<file path="config.mk">
export PLATFORM = sky130hd
export DESIGN_NAME = bcd_clock_field_editor
export DESIGN_NICKNAME = d
export VERILOG_FILES = /design/src/rtl/bcf_pkg.sv /design/src/rtl/bcf_update.sv /design/src/rtl/bcf_display.sv /design/src/rtl/bcd_clock_field_editor.sv
export SDC_FILE = /design/constraint.sdc
export NUM_CORES = 1
export LEC_CHECK = 0
export ABC_AREA = 1
export BUFFER_PORTS_ARGS = -buffer_cell sky130_fd_sc_hd__buf_2
export CORE_MARGIN = 4
export CORE_UTILIZATION = 25
export CTS_CLUSTER_SIZE = 16
export DETAILED_ROUTE_END_ITERATION = 7
export GPL_TIMING_DRIVEN = 0
export PLACE_DENSITY_LB_ADDON = 0.25
export REMOVE_ABC_BUFFERS = 1
export SETUP_SLACK_MARGIN = 0.02
export SLEW_MARGIN = 40
export SYNTH_ARGS = -nofsm -noshare
export SYNTH_HDL_FRONTEND = slang
export SYNTH_HIERARCHICAL = 1
export SYNTH_SLANG_ARGS = --single-unit
</file>
<file path="constraint.sdc">
create_clock -name clk -period 9.3 [get_ports clk]
set_input_delay 0.465 -clock clk [delete_from_list [all_inputs] [get_ports clk]]
set_output_delay 0.465 -clock clk [all_outputs]
set_load 0.1 [all_outputs]
</file>
<file path="src/rtl/bcf_pkg.sv">
package bcf_pkg;

  typedef enum logic [1:0] {
    KIND_INC      = 2'd0,
    KIND_LEFT     = 2'd1,
    KIND_VALIDATE = 2'd2,
    KIND_WRITE    = 2'd3
  } kind_t;

  // cursor positions
  localparam logic [3:0] POS_YEAR    = 4'd0;
  localparam logic [3:0] POS_MONTH   = 4'd1;
  localparam logic [3:0] POS_DATE    = 4'd2;
  localparam logic [3:0] POS_WEEKDAY = 4'd3;
  localparam logic [3:0] POS_HOUR    = 4'd4;
  localparam logic [3:0] POS_MINUTE  = 4'd5;
  localparam logic [3:0] POS_SECOND  = 4'd6;
  localparam logic [3:0] POS_AMPM    = 4'd7;
  localparam logic [3:0] POS_IDLE    = 4'd8;

  // register map
  localparam logic [2:0] REG_SECOND  = 3'd0;
  localparam logic [2:0] REG_MINUTE  = 3'd1;
  localparam logic [2:0] REG_HOUR    = 3'd2;
  localparam logic [2:0] REG_WEEKDAY = 3'd3;
  localparam logic [2:0] REG_DATE    = 3'd4;
  localparam logic [2:0] REG_MONTH   = 3'd5;
  localparam logic [2:0] REG_YEAR    = 3'd6;
  localparam logic [2:0] REG_CONTROL = 3'd7;

  // default time: 2007-06-01 fri 12:00:00 am, 12-hour mode
  localparam logic [7:0] DEF_SECOND  = 8'h00;
  localparam logic [7:0] DEF_MINUTE  = 8'h00;
  localparam logic [7:0] DEF_HOUR    = 8'h52;
  localparam logic [7:0] DEF_WEEKDAY = 8'h06;
  localparam logic [7:0] DEF_DATE    = 8'h01;
  localparam logic [7:0] DEF_MONTH   = 8'h06;
  localparam logic [7:0] DEF_YEAR    = 8'h07;
  localparam logic [7:0] DEF_CONTROL = 8'h00;

  typedef logic [7:0] bcd_byte_t;
  typedef bcd_byte_t [7:0] regfile_t;

  typedef struct packed {
    logic [7:0] year;
    logic [7:0] month;
    logic [7:0] date;
    logic [7:0] weekday;
    logic [5:0] hour;
    logic       pm;
    logic [7:0] minute;
    logic [7:0] second;
    logic       beep;
  } disp_t;

  // decimal value of both nibbles plus one, re-encoded as two bcd digits
  function automatic logic [7:0] bcd_inc(input logic [7:0] b);
    logic [7:0]  v;
    logic [15:0] prod;
    logic [4:0]  q;
    logic [7:0]  r;
    v    = 8'({4'b0, b[7:4]} * 8'd10) + {4'b0, b[3:0]} + 8'd1;
    // divide by ten via reciprocal, exact for v below 256
    prod = {8'b0, v} * 16'd205;
    q    = prod[15:11];
    r    = v - 8'({3'b0, q} * 8'd10);
    return {q[3:0], 4'b0} + r;
  endfunction

endpackage

</file>
<file path="src/rtl/bcf_update.sv">
module bcf_update (
  input  bcf_pkg::kind_t    kind,
  input  logic [2:0]        reg_address,
  input  logic [7:0]        reg_value,
  input  logic [3:0]        cursor,
  input  bcf_pkg::regfile_t regs,
  output logic [3:0]        new_cursor,
  output bcf_pkg::regfile_t new_regs,
  output logic              reinit
);

  logic [7:0] sec, min, hr, wday, date, mon, yr;
  logic [5:0] h6;
  logic [7:0] hr_inc;
  logic       bad;

  assign sec  = regs[bcf_pkg::REG_SECOND];
  assign min  = regs[bcf_pkg::REG_MINUTE];
  assign hr   = regs[bcf_pkg::REG_HOUR];
  assign wday = regs[bcf_pkg::REG_WEEKDAY];
  assign date = regs[bcf_pkg::REG_DATE];
  assign mon  = regs[bcf_pkg::REG_MONTH];
  assign yr   = regs[bcf_pkg::REG_YEAR];
  assign h6   = hr[5:0];

  // 12 -> 1, pm 12 -> pm 1, else bcd step; 12-hour bit always set
  always_comb begin
    if (h6 == 6'h12) begin
      hr_inc = 8'h01 | 8'h40;
    end else if (h6 == 6'h32) begin
      hr_inc = 8'h21 | 8'h40;
    end else begin
      hr_inc = bcf_pkg::bcd_inc({2'b0, h6}) | 8'h40;
    end
  end

  assign bad = (sec == 8'h00) || (sec > 8'h59) ||
               (min == 8'h00) || (min > 8'h59) ||
               ((hr & 8'h9F) == 8'h00) || ((hr & 8'h40) == 8'h00) ||
               ((hr & 8'h9F) > 8'h12) ||
               (wday == 8'h00) || (wday > 8'h07) ||
               (date == 8'h00) || (date > 8'h31) ||
               (mon == 8'h00) || (mon > 8'h12) ||
               (yr > 8'h99);

  always_comb begin
    new_cursor = cursor;
    new_regs   = regs;
    reinit     = 1'b0;
    case (kind)
      bcf_pkg::KIND_INC: begin
        case (cursor)
          bcf_pkg::POS_YEAR:
            new_regs[bcf_pkg::REG_YEAR] = (yr == 8'h99) ? 8'h00 : bcf_pkg::bcd_inc(yr);
          bcf_pkg::POS_MONTH:
            new_regs[bcf_pkg::REG_MONTH] = (mon == 8'h12) ? 8'h01 : bcf_pkg::bcd_inc(mon);
          bcf_pkg::POS_DATE:
            new_regs[bcf_pkg::REG_DATE] = (date == 8'h31) ? 8'h01 : bcf_pkg::bcd_inc(date);
          bcf_pkg::POS_WEEKDAY:
            new_regs[bcf_pkg::REG_WEEKDAY] = (wday == 8'h07) ? 8'h01 : wday + 8'd1;
          bcf_pkg::POS_HOUR:
            new_regs[bcf_pkg::REG_HOUR] = hr_inc;
          bcf_pkg::POS_MINUTE:
            new_regs[bcf_pkg::REG_MINUTE] = (min == 8'h59) ? 8'h00 : bcf_pkg::bcd_inc(min);
          bcf_pkg::POS_SECOND:
            new_regs[bcf_pkg::REG_SECOND] = (sec == 8'h59) ? 8'h00 : bcf_pkg::bcd_inc(sec);
          bcf_pkg::POS_AMPM:
            new_regs[bcf_pkg::REG_HOUR] = hr ^ 8'h20;
          default: ;
        endcase
      end
      bcf_pkg::KIND_LEFT: begin
        if (cursor == bcf_pkg::POS_YEAR) begin
          new_cursor = bcf_pkg::POS_IDLE;
        end else if (cursor <= bcf_pkg::POS_IDLE) begin
          new_cursor = cursor - 4'd1;
        end
      end
      bcf_pkg::KIND_VALIDATE: begin
        if (bad) begin
          new_regs[bcf_pkg::REG_SECOND]  = bcf_pkg::DEF_SECOND;
          new_regs[bcf_pkg::REG_MINUTE]  = bcf_pkg::DEF_MINUTE;
          new_regs[bcf_pkg::REG_HOUR]    = bcf_pkg::DEF_HOUR;
          new_regs[bcf_pkg::REG_WEEKDAY] = bcf_pkg::DEF_WEEKDAY;
          new_regs[bcf_pkg::REG_DATE]    = bcf_pkg::DEF_DATE;
          new_regs[bcf_pkg::REG_MONTH]   = bcf_pkg::DEF_MONTH;
          new_regs[bcf_pkg::REG_YEAR]    = bcf_pkg::DEF_YEAR;
          new_regs[bcf_pkg::REG_CONTROL] = bcf_pkg::DEF_CONTROL;
          reinit = 1'b1;
        end
      end
      bcf_pkg::KIND_WRITE: begin
        new_regs[reg_address] = reg_value;
      end
      default: ;
    endcase
  end

endmodule

</file>
<file path="src/rtl/bcf_display.sv">
module bcf_display (
  input  bcf_pkg::regfile_t regs,
  output bcf_pkg::disp_t    disp
);

  logic [5:0] h;
  logic       pm;

  assign h  = regs[bcf_pkg::REG_HOUR][5:0];
  assign pm = (h > 6'h20);

  always_comb begin
    disp.year    = regs[bcf_pkg::REG_YEAR];
    disp.month   = regs[bcf_pkg::REG_MONTH];
    disp.date    = regs[bcf_pkg::REG_DATE];
    disp.weekday = regs[bcf_pkg::REG_WEEKDAY];
    disp.hour    = pm ? (h & 6'h1F) : h;
    disp.pm      = pm;
    disp.minute  = regs[bcf_pkg::REG_MINUTE];
    disp.second  = regs[bcf_pkg::REG_SECOND];
    disp.beep    = (regs[bcf_pkg::REG_MINUTE] == 8'h00) &&
                   (regs[bcf_pkg::REG_SECOND] == 8'h00);
  end

endmodule

</file>
<file path="src/rtl/bcd_clock_field_editor.sv">
// path: the transfer edge loads the input register; the result register
//   loads the item's result once it is free, and out_valid then rises
// throughput: one item per cycle unless out_stall holds; the clock store
//   and cursor update in one pass of logic from input to result register
// reset (rst_n low, synchronous): store cleared to zero, cursor idle, both
//   stages empty
module bcd_clock_field_editor (
  input  logic       clk,
  input  logic       rst_n,
  // input channel
  input  logic       in_valid,
  output logic       in_stall,
  input  logic [1:0] in_kind,
  input  logic [2:0] in_reg_address,
  input  logic [7:0] in_reg_value,
  // result channel
  output logic       out_valid,
  input  logic       out_stall,
  output logic [3:0] out_cursor_field,
  output logic [7:0] out_year_bcd,
  output logic [7:0] out_month_bcd,
  output logic [7:0] out_date_bcd,
  output logic [7:0] out_weekday_num,
  output logic [5:0] out_hour_bcd,
  output logic       out_pm_flag,
  output logic [7:0] out_minute_bcd,
  output logic [7:0] out_second_bcd,
  output logic       out_hourly_beep,
  output logic       out_reinitialized
);

  // input register
  logic           s1_valid_r;
  bcf_pkg::kind_t s1_kind_r;
  logic [2:0]     s1_addr_r;
  logic [7:0]     s1_value_r;

  // architectural state
  logic [3:0]        cursor_r, cursor_nxt;
  bcf_pkg::regfile_t regs_r, regs_nxt;
  logic              reinit_nxt;
  bcf_pkg::disp_t    disp_nxt;

  // result register
  logic           out_valid_r;
  logic [3:0]     out_cursor_r;
  bcf_pkg::disp_t out_disp_r;
  logic           out_reinit_r;

  logic out_free;   // result register can take a new result this cycle
  logic s1_fire;    // item in the input register is applied to the store
  logic in_xfer;

  assign out_free = !out_valid_r || !out_stall;
  assign s1_fire  = s1_valid_r && out_free;
  // input register is free when empty or draining this cycle
  assign in_stall = s1_valid_r && !out_free;
  assign in_xfer  = in_valid && !in_stall;

  always_ff @(posedge clk) begin
    if (!rst_n) begin
      s1_valid_r <= 1'b0;
    end else if (in_xfer) begin
      s1_valid_r <= 1'b1;
    end else if (s1_fire) begin
      s1_valid_r <= 1'b0;
    end
  end

  // payload, no reset needed
  always_ff @(posedge clk) begin
    if (in_xfer) begin
      s1_kind_r  <= bcf_pkg::kind_t'(in_kind);
      s1_addr_r  <= in_reg_address;
      s1_value_r <= in_reg_value;
    end
  end

  // next store, cursor and reload flag for the item in the input register
  bcf_update u_update (
    .kind        (s1_kind_r),
    .reg_address (s1_addr_r),
    .reg_value   (s1_value_r),
    .cursor      (cursor_r),
    .regs        (regs_r),
    .new_cursor  (cursor_nxt),
    .new_regs    (regs_nxt),
    .reinit      (reinit_nxt)
  );

  // display decode of the updated store
  bcf_display u_display (
    .regs (regs_nxt),
    .disp (disp_nxt)
  );

  // control state: reset zeroes the clock store and idles the cursor
  always_ff @(posedge clk) begin
    if (!rst_n) begin
      cursor_r <= bcf_pkg::POS_IDLE;
      regs_r   <= '0;
    end else if (s1_fire) begin
      cursor_r <= cursor_nxt;
      regs_r   <= regs_nxt;
    end
  end

  always_ff @(posedge clk) begin
    if (!rst_n) begin
      out_valid_r <= 1'b0;
    end else if (out_free) begin
      out_valid_r <= s1_valid_r;
    end
  end

  always_ff @(posedge clk) begin
    if (s1_fire) begin
      out_cursor_r <= cursor_nxt;
      out_disp_r   <= disp_nxt;
      out_reinit_r <= reinit_nxt;
    end
  end

  assign out_valid         = out_valid_r;
  assign out_cursor_field  = out_cursor_r;
  assign out_year_bcd      = out_disp_r.year;
  assign out_month_bcd     = out_disp_r.month;
  assign out_date_bcd      = out_disp_r.date;
  assign out_weekday_num   = out_disp_r.weekday;
  assign out_hour_bcd      = out_disp_r.hour;
  assign out_pm_flag       = out_disp_r.pm;
  assign out_minute_bcd    = out_disp_r.minute;
  assign out_second_bcd    = out_disp_r.second;
  assign out_hourly_beep   = out_disp_r.beep;
  assign out_reinitialized = out_reinit_r;

  // cursor stays within the ring of nine positions
  a_cursor_range: assert property (@(posedge clk) disable iff (!rst_n)
    cursor_r <= bcf_pkg::POS_IDLE)
    else $error("cursor left its ring");

  // a reload result shows the default date
  a_reload_default: assert property (@(posedge clk) disable iff (!rst_n)
    out_valid_r && out_reinit_r |->
      out_disp_r.year == bcf_pkg::DEF_YEAR && out_disp_r.month == bcf_pkg::DEF_MONTH &&
      out_disp_r.date == bcf_pkg::DEF_DATE && out_disp_r.weekday == bcf_pkg::DEF_WEEKDAY)
    else $error("reload result does not show default date");

  // a register write lands in the store
  a_write_lands: assert property (@(posedge clk) disable iff (!rst_n)
    s1_fire && s1_kind_r == bcf_pkg::KIND_WRITE |=>
      regs_r[$past(s1_addr_r)] == $past(s1_value_r))
    else $error("register write lost");

  // an applied item always produces a result on the next edge
  a_result_follows: assert property (@(posedge clk) disable iff (!rst_n)
    s1_fire |=> out_valid_r)
    else $error("applied item produced no result");

endmodule

</file>
==> impl_metrics.py, run 1 <==
metrics = {
    "setup_path": {
        "endpoint_kind": "flop",
        "crit_path_frequent_cell": "nand2_1",
        "arrival_ns": 9.06,
        "startpoint": "regs_r[15]$_SDFFE_PN0P_",
        "r2r-end": "out_hourly_beep$_DFFE_PP_",
        "slowest_stage": "fa_2",
        "critPathKind": "flop to flop",
        "rr_startpoint": "regs_r[15]$_SDFFE_PN0P_",
        "reg2reg_depth": 49,
        "cp_max_fo": 7,
        "cpPeakStageDelay_ns": 0.64,
        "required_ns": 9.62,
        "worst_setup_path_start_kind": "flop",
        "regToRegSetupSlack_ns": 0.56,
    },
    "run_status": {
        "status": "complete, no violations",
    },
    "layout": {
        "fin_nets": 3173,
        "area_delta_synth_final_pct": 10.8,
        "drive_above_1_share_pct": 9.37,
        "n_fill_cell": 8691,
        "stdcell_area_um2": 22300,
        "final_core_util_pct": 28.1,
        "final_cell_count_no_fill": 3752,
    },
    "detailed_routing": {
        "dr.first_iter.drc_count": 1185,
        "drt_pass1_iterations": 6,
        "totalWireLength_mm": 56.9,
        "vias": 17200,
        "wl_per_cell_um": 15.2,
        "drc": 0,
        "via_per_inst": 4.60,
        "ant_nets": 0,
    },
    "floorplan": {
        "die_x_um": 292,
        "initial_core_util_pct": 25.4,
        "design.die.area_um2": 85300,
        "io-pin-count": 80,
        "fp.dieH_um": 292,
        "fp-row-count": 103,
        "coreArea_um2": 79500,
    },
    "clock_network": {
        "path_clk_slew_ns": 0.06,
        "ctsLongestPathBuffers": 2,
        "cts_tree": "yes",
        "cts-root-buf": "clkbuf_16",
        "cts_max_level": 4,
        "worst_skew_pair.late_latency_ns": 0.46,
        "numCtsBuffers": 17,
        "cts_sinks": 136,
    },
    "placed_design": {
        "post-place-cells": 3702,
        "port_buffers": 79,
        "place_area_um2": 21300,
        "gp_congestion": 0.829,
        "dp_hpwl_mm": 45.8,
    },
    "power": {
        "ir_worst_vdd_mv": 0.143,
        "power.leakage_nw": 11.6,
        "p_per_area_nw_per_um2": 248,
    },
    "synthesis": {
        "syn_area_um2": 20200,
        "synth_warnings": 6,
        "synthCells": 2681,
        "avgSynthCellArea_um2": 7.52,
    },
    "timing": {
        "post-route-period-util_pct": 94.0,
        "setup_viol": 0,
        "period_minus_slack_ns": 8.74,
        "tightestPinTransition_ns": 0.835,
        "max_freq_mhz": 114,
        "hold_viol": 0,
        "slew_viol_final": 0,
        "slew_headroom_pct": 44.3,
        "grt_setup_unrepaired": "yes",
        "skew_ns": 0.00913,
    },
    "worst_hold_path": {
        "min_to": "s1_kind_r[1]$_DFFE_PP_",
        "worstHoldStart": "in_kind[1]",
        "hold_path_class": "input port to flop",
        "holdPathStages": 1,
    },
    "grt": {
        "grt_max_degree": 62,
        "grt_antenna_before_repair": 6,
        "grt_pass1_wl_mm": 90.0,
        "grt_pass1_vias": 16300,
        "gr-total-overflow": 0,
        "grt_util_all_layers_pct": 13.1,
    },
    "flow_run": {
        "drv_cap": 0,
    },
}
==> where the power goes <==
part	leakage [nW]	total (mW)	switching [mW]	internal, mW
Clock	0.298	0.738	0.298	0.440
Sequential	1.24	0.735	0.0572	0.678
Combinational	10.0	4.08	2.49	1.59
Total	11.6	5.55	2.85	2.71
==> area by class of cell <==
class                           count  area, µm²  area share [%]
Antenna cell                        2       5.00          0.0224
Tap cell                         1050       1310            5.88
Multi-Input combinational cell   1909      14300            63.9
Clock inverter                     12        166           0.745
Inverter                          520       1960            8.78
Sequential cell                   136       3490            15.6
Clock buffer                       20        457            2.04
Timing Repair Buffer              103        676            3.02
==> how the worst max path moves through the flow <==
stage               cells after the start                        end  slack, ns
floorplan                              51  out_hourly_beep$_DFFE_PP_       0.90
global route                           49  out_hourly_beep$_DFFE_PP_      -0.02
detailed placement                     48  out_hourly_beep$_DFFE_PP_      -0.41
finish                                 49  out_hourly_beep$_DFFE_PP_       0.56
CTS                                    48  out_hourly_beep$_DFFE_PP_       0.02
global placement                       47     regs_r[7]$_SDFFE_PN0P_      -0.49
==> registers in the layout, indices dropped and copies added (netlist names) <==
name	count
cursor_r	4
out_cursor_field	4
out_date_bcd	8
out_hour_bcd	6
out_hourly_beep	1
out_minute_bcd	8
out_month_bcd	8
out_pm_flag	1
out_reinitialized	1
out_second_bcd	8
out_valid	1
out_weekday_num	8
out_year_bcd	8
regs_r	56
s1_addr_r	3
s1_kind_r	2
s1_valid_r	1
s1_value_r	8
==> worst max-delay path, delay by kind of cell, from the launching register on <==
kind / cells / cell delay [ns]
AO/OA/AOI/OAI: 2 / 0.39
flip-flops: 1 / 0.38
AND/OR/NAND/NOR: 20 / 1.57
XOR/XNOR: 3 / 0.61
buffers and inverters: 11 / 0.70
adder cells (fa/ha/maj): 13 / 4.93
==> routing by layer <==
layer | vias up | share of wire [%] | global-route usage (%)
li1 | 8833 | - | -
met1 | 8022 | 50 | 19.2
met2 | 353 | 44 | 20.7
met3 | 39 | 5.2 | 1.95
met4 | 0 | 0.96 | 2.14
met5 | - | 0 | 0
==> stage by stage <==
step	power, mW	hold slack [ns]	setup TNS (ns)	setup slack [ns]
4_1_cts	5.52	0.155	0	0.0221
2_1_floorplan	3.81	0.452	0	0.903
5_1_grt	6.29	0.167	-0.0229	-0.0229
3_3_place_gp	4.73	0.478	-1.38	-0.495
3_5_place_dp	4.73	0.480	-0.886	-0.414
6_report	5.55	0.182	0	0.561
==> cells in the final DEF (no fill, tap or decap), types with 5 or more instances in the layout <==
cell type,n
o21bai_1,5
a21o_1,16
clkbuf_16,17
edfxtp_1,74
nand2_1,392
o211ai_1,15
buf_4,18
dfxtp_1,49
xnor2_2,5
nor2_1,175
xor2_1,59
inv_1,505
a22oi_1,9
nor2_2,6
xor2_2,7
o221ai_1,10
a31oi_1,12
nand4_1,17
a21oi_1,239
fa_1,91
o21ai_0,101
nand3_2,6
xnor2_1,25
o31ai_1,7
ha_4,5
dfxtp_2,7
inv_2,11
ha_1,369
o21ai_2,19
and3_1,5
nor3_1,34
nand3_1,191
nand2_2,9
nor4_1,9
dfxtp_4,6
buf_2,78
nand3b_1,5
==> what timing repair did <==
| item | CTS | global route |
|---|---|---|
| pin swaps | 0 | 11 |
| buffers inserted | 2 | 14 |
| resized for setup | 12 | 61 |
| hold buffers | 0 | 0 |
| setup endpoints to repair | 3 | 7 |
Power figures use the tool's default switching activity.
==> inputs of run 2 (changes only) <==
Settings changed: CORE_MARGIN 4 to default, PLACE_DENSITY_LB_ADDON 0.25 to 0.12.
==> run 2 against run 1 <==
Effect of this change: largest power group unchanged; fmax grew 0.25%; clock power fell by 4.5%; die area shrank 4.1%; register-to-register slack better by 0.02 ns; critical path depth is 1 higher.
==> impl_metrics.py, run 2 (same netlist as run 1, synthesis figures left out) <==
metrics = {
    "timing": {
        "setup_viol": 0,
        "slew_headroom_pct": 45.0,
        "tightestPinTransition_ns": 0.817,
        "skew_ns": 0.0157,
        "tns_ns": 0,
        "post-route-period-util_pct": 93.7,
        "slew_viol_final": 0,
        "max_freq_mhz": 115,
        "period_minus_slack_ns": 8.72,
        "holdWs_ns": 0.165,
        "hold_viol": 0,
    },
    "setup_path": {
        "required_ns": 9.64,
        "critPathKind": "flop to flop",
        "r2r-end": "out_hourly_beep$_DFFE_PP_",
        "crit_path_frequent_cell": "nand2_1",
        "cp_max_fo": 8,
        "cpPeakStageDelay_ns": 0.53,
        "worst_setup_path_start_kind": "flop",
        "path_buf_inv": 10,
        "arrival_ns": 9.06,
        "reg2reg_depth": 50,
        "endpoint_kind": "flop",
        "cpLargestDelayFamily": "adder cells",
        "rr_startpoint": "regs_r[5]$_SDFFE_PN0P_",
        "slowest_stage": "fa_1",
        "regToRegSetupSlack_ns": 0.58,
    },
    "layout": {
        "area_delta_synth_final_pct": 10.8,
        "n_fill_cell": 8715,
        "fin_nets": 3174,
        "largest-register": "regs_r",
        "largest_reg_flops": 56,
        "final_cell_count_no_fill": 3751,
        "layout_common_cells": "506 x inv_1, 391 x nand2_1, 366 x ha_1",
        "antennaDiodeCount": 0,
        "final_common_cell": "inv_1",
        "drive_above_1_share_pct": 9.66,
    },
    "detailed_routing": {
        "wl_per_cell_um": 16.4,
        "drt_pass1_iterations": 6,
        "dr.first_iter.drc_count": 1007,
        "ant_nets": 0,
        "vias": 17400,
        "via_per_inst": 4.63,
        "drc": 0,
        "totalWireLength_mm": 61.4,
    },
    "grt": {
        "gr-total-overflow": 0,
        "grt_pass1_wl_mm": 96.2,
        "grt.busiest_layer": "met2",
        "grt_pass1_vias": 17100,
        "met3_usage_pct": 2.26,
        "grt_util_all_layers_pct": 15.2,
        "use_met2_pct": 25.0,
        "grtUsageMet1_pct": 20.5,
        "grt_max_degree": 62,
        "grt_antenna_before_repair": 1,
    },
    "clock_network": {
        "cts-root-buf": "clkbuf_16",
        "numCtsBuffers": 17,
        "hold_buffers": 0,
        "worst_skew_pair.late_latency_ns": 0.49,
        "path_clk_slew_ns": 0.07,
        "cts_sinks": 136,
        "ctsLongestPathBuffers": 2,
        "cts_tree": "yes",
        "cts_max_level": 4,
    },
    "worst_hold_path": {
        "hold_path_class": "input port to flop",
        "min_to": "s1_kind_r[1]$_DFFE_PP_",
        "worstHoldStart": "in_kind[1]",
        "holdPathStages": 1,
    },
    "floorplan": {
        "fp.dieH_um": 286,
        "io-pin-count": 80,
        "initial_core_util_pct": 25.4,
        "die_x_um": 286,
        "design.die.area_um2": 81800,
        "coreArea_um2": 79400,
        "fp-row-count": 103,
    },
    "power": {
        "ir_worst_vdd_mv": 0.147,
        "p_per_area_nw_per_um2": 251,
        "power.leakage_nw": 11.6,
    },
    "placed_design": {
        "gp_congestion": 0.838,
        "post-place-cells": 3703,
        "port_buffers": 79,
        "dp_hpwl_mm": 49.3,
    },
    "flow_run": {
        "drv_cap": 0,
    },
    "run_status": {
        "status": "complete, no violations",
    },
}
[run 2: repair_timing]
action / 4_1_cts / 5_1_grt
buffers inserted: 5 / 11
pin swaps: 2 / 9
resized for setup: 22 / 55
setup endpoints to repair: 4 / 8
[run 2: layout make-up]
| cell class | instances | area, µm² | share of cell area [%] |
|---|---|---|---|
| sequential | 136 | 3500 | 15.6 |
| timing repair buffer | 104 | 694 | 3.11 |
| tap | 1050 | 1310 | 5.88 |
| inverter | 520 | 1960 | 8.78 |
| multi-input combinational | 1909 | 14300 | 64.0 |
| clock inverter | 15 | 145 | 0.649 |
| clock buffer | 17 | 425 | 1.90 |
[run 2: power breakdown]
| group | switching, mW | internal, mW | leakage, nW |
|---|---|---|---|
| Combinational | 2.54 | 1.62 | 10.0 |
| Clock | 0.332 | 0.373 | 0.277 |
| Sequential | 0.0574 | 0.678 | 1.24 |
| Total | 2.93 | 2.67 | 11.6 |
[run 2: worst max-delay path by stage]
stage	depth (start not counted)	start	end	slack (ns)
after floorplan	51	regs_r[7]$_SDFFE_PN0P_	out_hourly_beep$_DFFE_PP_	0.90
after global placement	49	regs_r[0]$_SDFFE_PN0P_	out_hourly_beep$_DFFE_PP_	-0.69
after detailed placement	49	regs_r[0]$_SDFFE_PN0P_	out_hourly_beep$_DFFE_PP_	-0.77
after CTS	50	regs_r[5]$_SDFFE_PN0P_	out_hourly_beep$_DFFE_PP_	0.03
after global routing	49	regs_r[15]$_SDFFE_PN0P_	out_hourly_beep$_DFFE_PP_	-0.009
final	50	regs_r[5]$_SDFFE_PN0P_	out_hourly_beep$_DFFE_PP_	0.58
[run 2: per-stage QoR]
step	util [%]	area [µm²]	setup WS [ns]	power, mW
after global routing	28.1	22300	-0.00881	6.35
after global placement	26.6	21100	-0.688	4.77
after floorplan	-	19400	0.903	3.81
final	28.1	22300	0.583	5.60
after CTS	27.7	22000	0.0323	5.59
after detailed placement	26.8	21300	-0.772	4.78
[run 2: metal layers]
metal	wire, µm	vias to the layer above
met2	28500	292
li1	-	8831
met3	2060	57
met5	0	-
met4	1080	0
met1	29700	8201
